===== src/rtl/pip_pkg.sv =====
package pip_pkg;

  localparam logic [1:0] CMD_CLEAR  = 2'd0;
  localparam logic [1:0] CMD_APPEND = 2'd1;
  localparam logic [1:0] CMD_QUERY  = 2'd2;

  localparam logic [1:0] ST_OK      = 2'd0;
  localparam logic [1:0] ST_EMPTY   = 2'd1;
  localparam logic [1:0] ST_DROPPED = 2'd2;

  typedef struct packed {
    logic clear;
    logic append;
    logic load;
    logic rd;
    logic wrap;
    logic report;
  } pip_cmd_t;

  typedef struct packed {
    logic empty;
    logic last;
  } pip_stat_t;

endpackage


===== src/rtl/pip_dp.sv =====
module pip_dp
  import pip_pkg::*;
#(
  parameter int MAX_VERTICES = 64,
  parameter int COORD_BITS   = 16
) (
  input  logic                         clk,
  input  logic                         rst,
  input  pip_cmd_t                     ctl,
  input  logic signed [COORD_BITS-1:0] x_coord,
  input  logic signed [COORD_BITS-1:0] y_coord,
  output pip_stat_t                    stat,
  output logic                         done,
  output logic                         is_inside,
  output logic [1:0]                   status
);

  localparam int AW  = $clog2(MAX_VERTICES);
  localparam int CW  = $clog2(MAX_VERTICES + 1);
  localparam int DW  = COORD_BITS + 1;
  localparam int PW  = 2 * DW;

  logic signed [COORD_BITS-1:0] mem_x [MAX_VERTICES];
  logic signed [COORD_BITS-1:0] mem_y [MAX_VERTICES];

  logic [CW-1:0] count;
  logic [CW-1:0] count_m1;
  logic          overflow;
  logic          full;
  logic [AW-1:0] rd_addr;

  logic signed [COORD_BITS-1:0] px, py;
  logic signed [COORD_BITS-1:0] q_x, q_y;
  logic signed [COORD_BITS-1:0] prev_x, prev_y;
  logic signed [COORD_BITS-1:0] first_x, first_y;

  logic rd_d, first_d, wrap_d;

  logic                         s0_valid;
  logic                         s0_edge;
  logic signed [COORD_BITS-1:0] cur_x, cur_y;
  logic signed [COORD_BITS-1:0] ax, ay, bx, by, xmax;
  logic                         in_span, x_ok;

  logic                 s1_valid, s1_cand, s1_vert;
  logic signed [DW-1:0] s1_dx1, s1_dy, s1_dy2, s1_dx2;

  logic                 s2_valid, s2_cand, s2_vert;
  logic signed [PW-1:0] prod_l, prod_r;

  logic parity;

  assign full       = (count == CW'(MAX_VERTICES));
  assign count_m1   = count - CW'(1);
  assign stat.empty = (count == '0);
  assign stat.last  = (rd_addr == count_m1[AW-1:0]);

  // vertex store
  always_ff @(posedge clk) begin
    if (ctl.append && !full) begin
      mem_x[count[AW-1:0]] <= x_coord;
      mem_y[count[AW-1:0]] <= y_coord;
    end
    if (ctl.rd) begin
      q_x <= mem_x[rd_addr];
      q_y <= mem_y[rd_addr];
    end
  end

  always_ff @(posedge clk) begin
    if (rst) begin
      count    <= '0;
      overflow <= 1'b0;
    end else if (ctl.clear) begin
      count    <= '0;
      overflow <= 1'b0;
    end else if (ctl.append) begin
      if (full) begin
        overflow <= 1'b1;
      end else begin
        count <= count + CW'(1);
      end
    end
  end

  always_ff @(posedge clk) begin
    if (rst) begin
      rd_addr <= '0;
    end else if (ctl.load) begin
      rd_addr <= '0;
    end else if (ctl.rd) begin
      rd_addr <= rd_addr + AW'(1);
    end
  end

  always_ff @(posedge clk) begin
    if (ctl.load) begin
      px <= x_coord;
      py <= y_coord;
    end
  end

  // edge walk: previous vertex against the one just read, then the wrap edge
  assign s0_valid = rd_d || wrap_d;
  assign s0_edge  = s0_valid && !first_d;
  assign cur_x    = wrap_d ? first_x : q_x;
  assign cur_y    = wrap_d ? first_y : q_y;

  always_comb begin
    if (prev_y <= cur_y) begin
      ax = prev_x; ay = prev_y; bx = cur_x; by = cur_y;
    end else begin
      ax = cur_x; ay = cur_y; bx = prev_x; by = prev_y;
    end
    xmax    = (prev_x > cur_x) ? prev_x : cur_x;
    in_span = (py > ay) && (py <= by);
    x_ok    = (px <= xmax);
  end

  always_ff @(posedge clk) begin
    if (rst) begin
      rd_d     <= 1'b0;
      first_d  <= 1'b0;
      wrap_d   <= 1'b0;
      s1_valid <= 1'b0;
      s2_valid <= 1'b0;
    end else begin
      rd_d     <= ctl.rd;
      first_d  <= ctl.rd && (rd_addr == '0);
      wrap_d   <= ctl.wrap;
      s1_valid <= s0_edge;
      s2_valid <= s1_valid;
    end
  end

  always_ff @(posedge clk) begin
    if (s0_valid) begin
      prev_x <= cur_x;
      prev_y <= cur_y;
    end
    if (first_d) begin
      first_x <= q_x;
      first_y <= q_y;
    end
    s1_cand <= in_span && x_ok;
    s1_vert <= (prev_x == cur_x);
    s1_dx1  <= DW'(px) - DW'(ax);
    s1_dy   <= DW'(by) - DW'(ay);
    s1_dy2  <= DW'(py) - DW'(ay);
    s1_dx2  <= DW'(bx) - DW'(ax);
    s2_cand <= s1_cand;
    s2_vert <= s1_vert;
    prod_l  <= PW'(s1_dx1) * PW'(s1_dy);
    prod_r  <= PW'(s1_dy2) * PW'(s1_dx2);
  end

  always_ff @(posedge clk) begin
    if (ctl.load) begin
      parity <= 1'b0;
    end else if (s2_valid && s2_cand && (s2_vert || (prod_l <= prod_r))) begin
      parity <= ~parity;
    end
  end

  always_ff @(posedge clk) begin
    if (rst) begin
      done <= 1'b0;
    end else begin
      done <= ctl.report;
    end
  end

  always_ff @(posedge clk) begin
    if (ctl.report) begin
      is_inside <= stat.empty ? 1'b0 : parity;
      if (stat.empty) begin
        status <= ST_EMPTY;
      end else if (overflow) begin
        status <= ST_DROPPED;
      end else begin
        status <= ST_OK;
      end
    end
  end

endmodule


===== config.mk =====
export PLATFORM = sky130hd
export DESIGN_NAME = pip_dp
export DESIGN_NICKNAME = d
export VERILOG_FILES = /design/src/rtl/pip_pkg.sv /design/src/rtl/pip_dp.sv
export SDC_FILE = /design/constraint.sdc
export NUM_CORES = 2
export LEC_CHECK = 0
export BUFFER_PORTS_ARGS = -buffer_cell sky130_fd_sc_hd__buf_2
export CAP_MARGIN = 20
export CORE_ASPECT_RATIO = 0.8
export CORE_MARGIN = 5
export CORE_UTILIZATION = 60
export CTS_BUF_LIST = sky130_fd_sc_hd__clkbuf_4 sky130_fd_sc_hd__clkbuf_8
export CTS_CLUSTER_SIZE = 28
export DETAILED_ROUTE_END_ITERATION = 10
export GPL_TIMING_DRIVEN = 0
export PLACE_DENSITY = 0.76
export SLEW_MARGIN = 20
export SYNTH_ARGS = -nofsm -noshare
export SYNTH_HDL_FRONTEND = slang
export SYNTH_SLANG_ARGS = --single-unit
export TNS_END_PERCENT = 10

===== constraint.sdc =====
create_clock -name clk -period 8.1 [get_ports clk]
set_clock_uncertainty 0.05 [all_clocks]
set_input_delay 2.43 -clock clk [delete_from_list [all_inputs] [get_ports clk]]
set_output_delay 2.43 -clock clk [all_outputs]
set_load 0.01 [all_outputs]

; ---- Word-level counts from Yosys, hierarchy flattened
; Memory sizes are Yosys's and may differ from the RTL's. A register that Yosys moved wholly into a read port is not among the register bits.
; Cells that the tools add are included.
[totals]
memories = 2
ram_bits = 2048
wordCells = 77
reg_bits = 260
[op_classes]
n_lt_le_gt_ge = 6
n_mul = 2
n_reduce_logical = 17
bitwise_logic = 2
mux = 10
addsub = 7
n_eq_ne = 3
[memory_table]
columns = memory, depth, word_bits, read_ports, rd_ports_with_merged_regs, write_ports, line_no
row1 = mem_x, 64, 16, 1, 1, 1, pip_dp.sv:23  ; logic signed [COORD_BITS-1:0] mem_x [MAX_VERTICES];
row2 = mem_y, 64, 16, 1, 1, 1, pip_dp.sv:24  ; logic signed [COORD_BITS-1:0] mem_y [MAX_VERTICES];
[ops]
columns = operator, count
row1 = two-way mux 16 bit, 7
row2 = multiplier 17 x 17 -> 34 bit, 2
row3 = subtractor 16 x 16 -> 17 bit, 4
row4 = <= comparator 16 bit, 3
row5 = <= comparator 34 bit, 1
row6 = > comparator 16 bit, 2
row7 = == test 16 bit, 1
row8 = "adder 7 x 1 -> 7 bit, second input constant", 1
row9 = "== test 7 bit, second input constant", 1
row10 = logical AND 1 bit, 7
row11 = logical NOT 7 bit, 1
row12 = "adder 6 x 1 -> 6 bit, second input constant", 1
row13 = == test 6 bit, 1
row14 = logical NOT 6 bit, 1
row15 = "subtractor 6 x 1 -> 6 bit, second input constant", 1
row16 = AND reduction 2 bit, 2
row17 = OR reduction 2 bit, 2
row18 = logical NOT 1 bit, 2
row19 = logical OR 1 bit, 2
row20 = two-way mux 1 bit, 2
row21 = two-way mux 2 bit, 1
row22 = NOT 1 bit, 2

; ---- Longest topological paths before layout
[logic_depth]
word_depth = 6
ltp_mapped = 32

; ---- Worst setup path before layout
; Ideal clock, no wire load.
[synth_path]
path_type = reg2reg
startpoint = register wrap_d
endpoint = register s1_dy2[14]
synth_period_minus_slack_ns = 6.888
arrival_ns = 6.732
n_path_buf = 7
stages_incl_launch_ff = 31
setup_slack_ns = 1.212
path_cell_list = dfxtp_1 clkbuf_1 buf_2 buf_1 mux2i_1 ha_1 nand4_1 or2_4 a211o_4 a31o_2 nand2_1 clkbuf_1 buf_2 clkbuf_1 buf_1 nand2_1 o21ai_0 ha_1 fa_1 nor2b_1 o21ai_0 a21boi_0 o21ai_0 a21boi_0 o21ai_0 a21boi_0 o21ai_0 a21oi_1 o21ai_0 or4b_2 o311ai_0
[synth_between]
elab_chain_cells = 4
[synth_lines]
columns = element, line_no
row1 = start: declaration, pip_dp.sv:37  ; logic rd_d, first_d, wrap_d;
row2 = start signal: assignment, pip_dp.sv:130  ; wrap_d <= ctl.wrap;
row3 = two-way mux 16 bit *, pip_dp.sv:107  ; assign cur_y = wrap_d ? first_y : q_y;
row4 = <= comparator 16 bit, pip_dp.sv:110  ; if (prev_y <= cur_y) begin
row5 = two-way mux 16 bit *, pip_dp.sv:110
row6 = subtractor 16 x 16 -> 17 bit *, pip_dp.sv:149  ; s1_dy2 <= DW'(py) - DW'(ay);
row7 = end signal: assignment, pip_dp.sv:149
row8 = end: declaration, pip_dp.sv:46  ; logic signed [DW-1:0] s1_dx1, s1_dy, s1_dy2, s1_dx2;
; Every way passes the cells marked *; elsewhere a longest branch is shown, timed or not.
; A chain may end at the register's enable or synchronous reset.

; ---- Worst setup path after layout
[layout_path]
startpoint = register s1_dx1[5]
endpoint = register prod_l[32]
[layout_between]
elab_chain_cells = 1
[layout_lines]
columns = element, line_no
row1 = start: declaration, pip_dp.sv:46
row2 = start signal: assignment, pip_dp.sv:147  ; s1_dx1 <= DW'(px) - DW'(ax);
row3 = multiplier 17 x 17 -> 34 bit, pip_dp.sv:153  ; prod_l <= PW'(s1_dx1) * PW'(s1_dy);
row4 = end signal: assignment, pip_dp.sv:153
row5 = end: declaration, pip_dp.sv:49  ; logic signed [PW-1:0] prod_l, prod_r;
; Every way passes these cells.

==> summary.md <==
| Metric | Value |
|---|---|
| Fmax achieved | `129 MHz` |
| Worst Hold End | `s2_cand$_DFF_P_` |
| Total GRT Usage | `31.4%` |
| Clk_lat worst skew | `1.03 ns` |
| Fin. Hold Viols | `0` |
| Required time worst endpoint | `8.93 ns` |
| FF-to-FF Start | `s1_dx1[5]$_DFF_P_` |
| CTS tree | `done` |
| Vias per cell | `6.36` |
| DR iter-0 viols | `9,631` |
| FP Rows | `142` |
| Critical path class | `reg -> reg` |
| Slew headroom | `22.8%` |
| Die width | `496 µm` |
| Core Footprint | `0.187 mm²` |
| Largest net degree at the start of global routing | `66` |
| Area delta synth->final | `11.5%` |
| Worst-Margin Slew | `1.16 ns` |
| Clock sink count | `2,340` |
| CTS root buffer | `clkbuf_8` |
| Clock-pin slew on the worst setup and hold paths | `0.06 ns` |
| Ys Warns | `0` |
| Starting Density | `60.4%` |
| Die Height | `398 µm` |
| Area leader, netlist | `edfxtp_1` |
| ANT nets after route | `0` |
| Initial DRT Pass Iterations | `7` |
| Mapped Cells | `6,649` |
| Post-synthesis sequential area ratio | `60.7%` |
| Htree depth | `5` |
| Remaining Overflow, GRT | `0` |
| CTS Buf Count | `366` |
| Crit share post-route | `96.0%` |
| Number of fill cells | `12,100` |
| Top FF cell, synth | `edfxtp_1` |
| Setup slack at placement | `-1.29 ns` |
| Routability-driven placement congestion ratio | `0.953` |
| R2R cell count | `26` |
| Hold_sp | `s1_cand$_DFF_P_` |
| Share of the synthesized area in the top cell type | `57.8%` |
| Outcome | `completed` |
| Reg2Reg Setup Slack | `0.33 ns` |
| Post-Syn Area | `0.113 mm²` |
| Final min period | `7.77 ns` |
| First-pass GRT wire length | `441,000 µm` |
| WL final | `303,000 µm` |
| Vias in the first global route | `64,000` |
| Avg WL per Cell | `30.5 µm` |
| Worst-path maximum fanout | `10` |
| Layout cells sized above 1 | `20.4%` |
| CP Launch Type | `register` |
| Clock Tree Buf Depth | `4` |
| Max-cap violations | `0` |
| Syn_area_per_cell | `17.0 µm²` |
| Dpl hpwl | `212,000 µm` |
| Synth Register Bits | `2,340` |
| Distinct cells, synth | `78` |
| RR Endpoint | `prod_l[32]$_DFF_P_` |
| Max Slew Vio Count | `0` |
| Synth top area cells | `edfxtp_1, mux4_2, fa_1` |
| Total vias in the final route | `63,300` |
| I/O pins | `46` |
| Setup ws final | `0.326 ns` |
| Hold path cells | `0` |
| Final net count | `8,103` |
| Worst min-delay path class | `reg -> reg` |
| Setup violations, final | `0` |
| Die area | `0.197 mm²` |
| Post-synth EDFFs | `2,179` |
| Worst Path Arrival | `8.60 ns` |
| Initial antenna violation count | `42` |
| Residual DRC count | `0` |
| Critical Path Sink Type | `register` |
| Asr flop ratio synth | `0%` |
| IO Port Bufs | `44` |
| Syn Nets | `7,610` |
cells in the final DEF, fill, tap and decap left out, types with 13 or more instances in the layout:
cell / count
dfxtp_1: 159
mux4_2: 672
ha_1: 325
clkinv_2: 42
buf_12: 35
mux2i_1: 35
o21a_1: 31
nor2_4: 64
a21o_1: 53
clkbuf_8: 381
and2_1: 296
buf_16: 40
buf_1: 34
nand3_1: 26
nor3_1: 21
bufinv_16: 13
o21ai_0: 128
a21oi_1: 118
clkbuf_1: 177
xnor2_1: 92
nand2_1: 385
buf_2: 19
clkbuf_4: 109
nor2_1: 148
nor2b_1: 29
nand2b_1: 24
clkinv_1: 86
nand4_1: 36
xor2_1: 31
diode_2: 20
buf_4: 32
inv_1: 755
edfxtp_1: 2179
a21boi_0: 22
clkbuf_2: 48
or3_1: 13
fa_1: 595
state kept, by name (all words and copies together), names as in the netlist, 7 cells and up:
name / flops
mem_y: 1024
prev_y: 16
s1_dy: 17
first_y: 16
s1_dy2: 17
s1_dx1: 17
count: 7
prev_x: 16
px: 16
prod_r: 34
first_x: 16
mem_x: 1024
q_x: 16
py: 16
prod_l: 34
s1_dx2: 17
q_y: 16
critical path, stage by stage, from the launching register on:
cell and delay, ns:
dfxtp_1 0.65, clkbuf_1 0.56, nand2_1 0.16, fa_1 0.51, inv_1 0.05, fa_1 0.49, inv_1 0.05, fa_1 0.52
inv_1 0.06, fa_1 0.49, fa_1 0.52, inv_1 0.07, fa_1 0.54, inv_1 0.07, ha_1 0.34, nand3_1 0.13
nor2_1 0.08, and2_1 0.17, a22oi_1 0.22, inv_1 0.05, o21ai_0 0.32, a31oi_1 0.29, o311ai_0 0.52, a31oi_1 0.21
o21a_1 0.20, nor2_1 0.13, xnor2_1 0.18
how the worst max path moves through the flow:
stage,from,endpoint,slack (ns),cells past startpoint
after global placement,wrap_d$_SDFF_PP0_,s1_dx2[14]$_DFF_P_,-1.30,29
after floorplan,wrap_d$_SDFF_PP0_,s1_dy2[14]$_DFF_P_,1.21,30
after detailed placement,wrap_d$_SDFF_PP0_,s1_dx2[14]$_DFF_P_,-1.29,29
after global routing,wrap_d$_SDFF_PP0_,s1_dy2[14]$_DFF_P_,-0.001,27
final,s1_dx1[5]$_DFF_P_,prod_l[32]$_DFF_P_,0.33,26
after CTS,wrap_d$_SDFF_PP0_,s1_dx2[14]$_DFF_P_,0.07,27
what timing repair did:
item / 4_1_cts / 5_1_grt
gates resized for setup: 8 / 26
hold buffers: 0 / 0
setup buffers: 1 / 0
endpoints found under the setup margin: 26 / 19
hold endpoints to repair: 0 / 0
pin swaps: 1 / 0
gates cloned: 0 / 0
metal layers:
layer  share of wire [%]  track usage, %  wire length [µm]
met5               0.032               0                98
met4                 3.5            10.4             10700
met3                  14            9.29             42400
met2                  44            44.6            132000
met1                  39            47.5            118000
per-stage QoR:
step | util (%) | instance area, µm² | setup TNS, ns | std cells | hold slack (ns)
final | 67.3 | 126000 | 0 | 9951 | 0.285
after global placement | 62.2 | 117000 | -14.35 | 9213 | 0.265
after CTS | 67.2 | 126000 | 0 | 9926 | 0.279
after global routing | 67.3 | 126000 | -0.00126 | 9937 | 0.284
after floorplan | - | 113000 | 0 | 6649 | 0.260
after detailed placement | 63.5 | 119000 | -14.54 | 9290 | 0.266
cells in the mapped netlist, types with 3 or more instances:
| library cell | count |
|---|---|
| a211o_1 | 4 |
| nand2b_1 | 24 |
| a21o_1 | 53 |
| mux4_2 | 672 |
| or3_1 | 13 |
| o211ai_1 | 8 |
| o22ai_1 | 6 |
| nor3_1 | 22 |
| nand4_1 | 36 |
| a2111oi_0 | 3 |
| nor2_1 | 212 |
| edfxtp_1 | 2179 |
| and4_1 | 3 |
| dfxtp_1 | 161 |
| a211oi_1 | 5 |
| xnor2_1 | 92 |
| fa_1 | 595 |
| nand2_1 | 386 |
| and3_1 | 8 |
| mux2i_1 | 37 |
| clkbuf_1 | 213 |
| inv_1 | 755 |
| a31oi_1 | 12 |
| nor4_1 | 7 |
| o211a_1 | 4 |
| a21oi_1 | 119 |
| a21boi_0 | 22 |
| o21bai_1 | 10 |
| ha_1 | 326 |
| xor2_1 | 32 |
| nand3_1 | 26 |
| o21a_1 | 31 |
| or2_2 | 7 |
| o21ai_0 | 128 |
| o31ai_1 | 4 |
| o32ai_1 | 3 |
| nor2b_1 | 29 |
| buf_1 | 52 |
| and2_1 | 296 |
| buf_2 | 3 |
logic make-up after synthesis:
logic type / Yosys count / share of synthesized area [%]
flip-flops: 2340 / 60.7
AND/OR/NAND/NOR: 1085 / 4.67
XOR/XNOR: 124 / 0.959
buffers and inverters: 1026 / 3.42
adder cells (fa/ha/maj): 921 / 14.1
AO/OA/AOI/OAI: 443 / 2.46
multiplexers: 710 / 13.7
layout make-up:
class                           count  area [µm²]  area share [%]
Clock inverter                    151        1000           0.792
Clock buffer                      486        6030            4.78
Inverter                          755        2830            2.25
Antenna cell                       20        50.0          0.0397
Timing Repair Buffer              127        2190            1.73
Buffer                            269        1100           0.870
Tap cell                         2520        3150            2.50
Multi-Input combinational cell   3283       41200            32.6
Sequential cell                  2340       68700            54.4
Power is not shown: default switching activity piles up to over one toggle a cycle in this logic, so the estimate is an artifact.
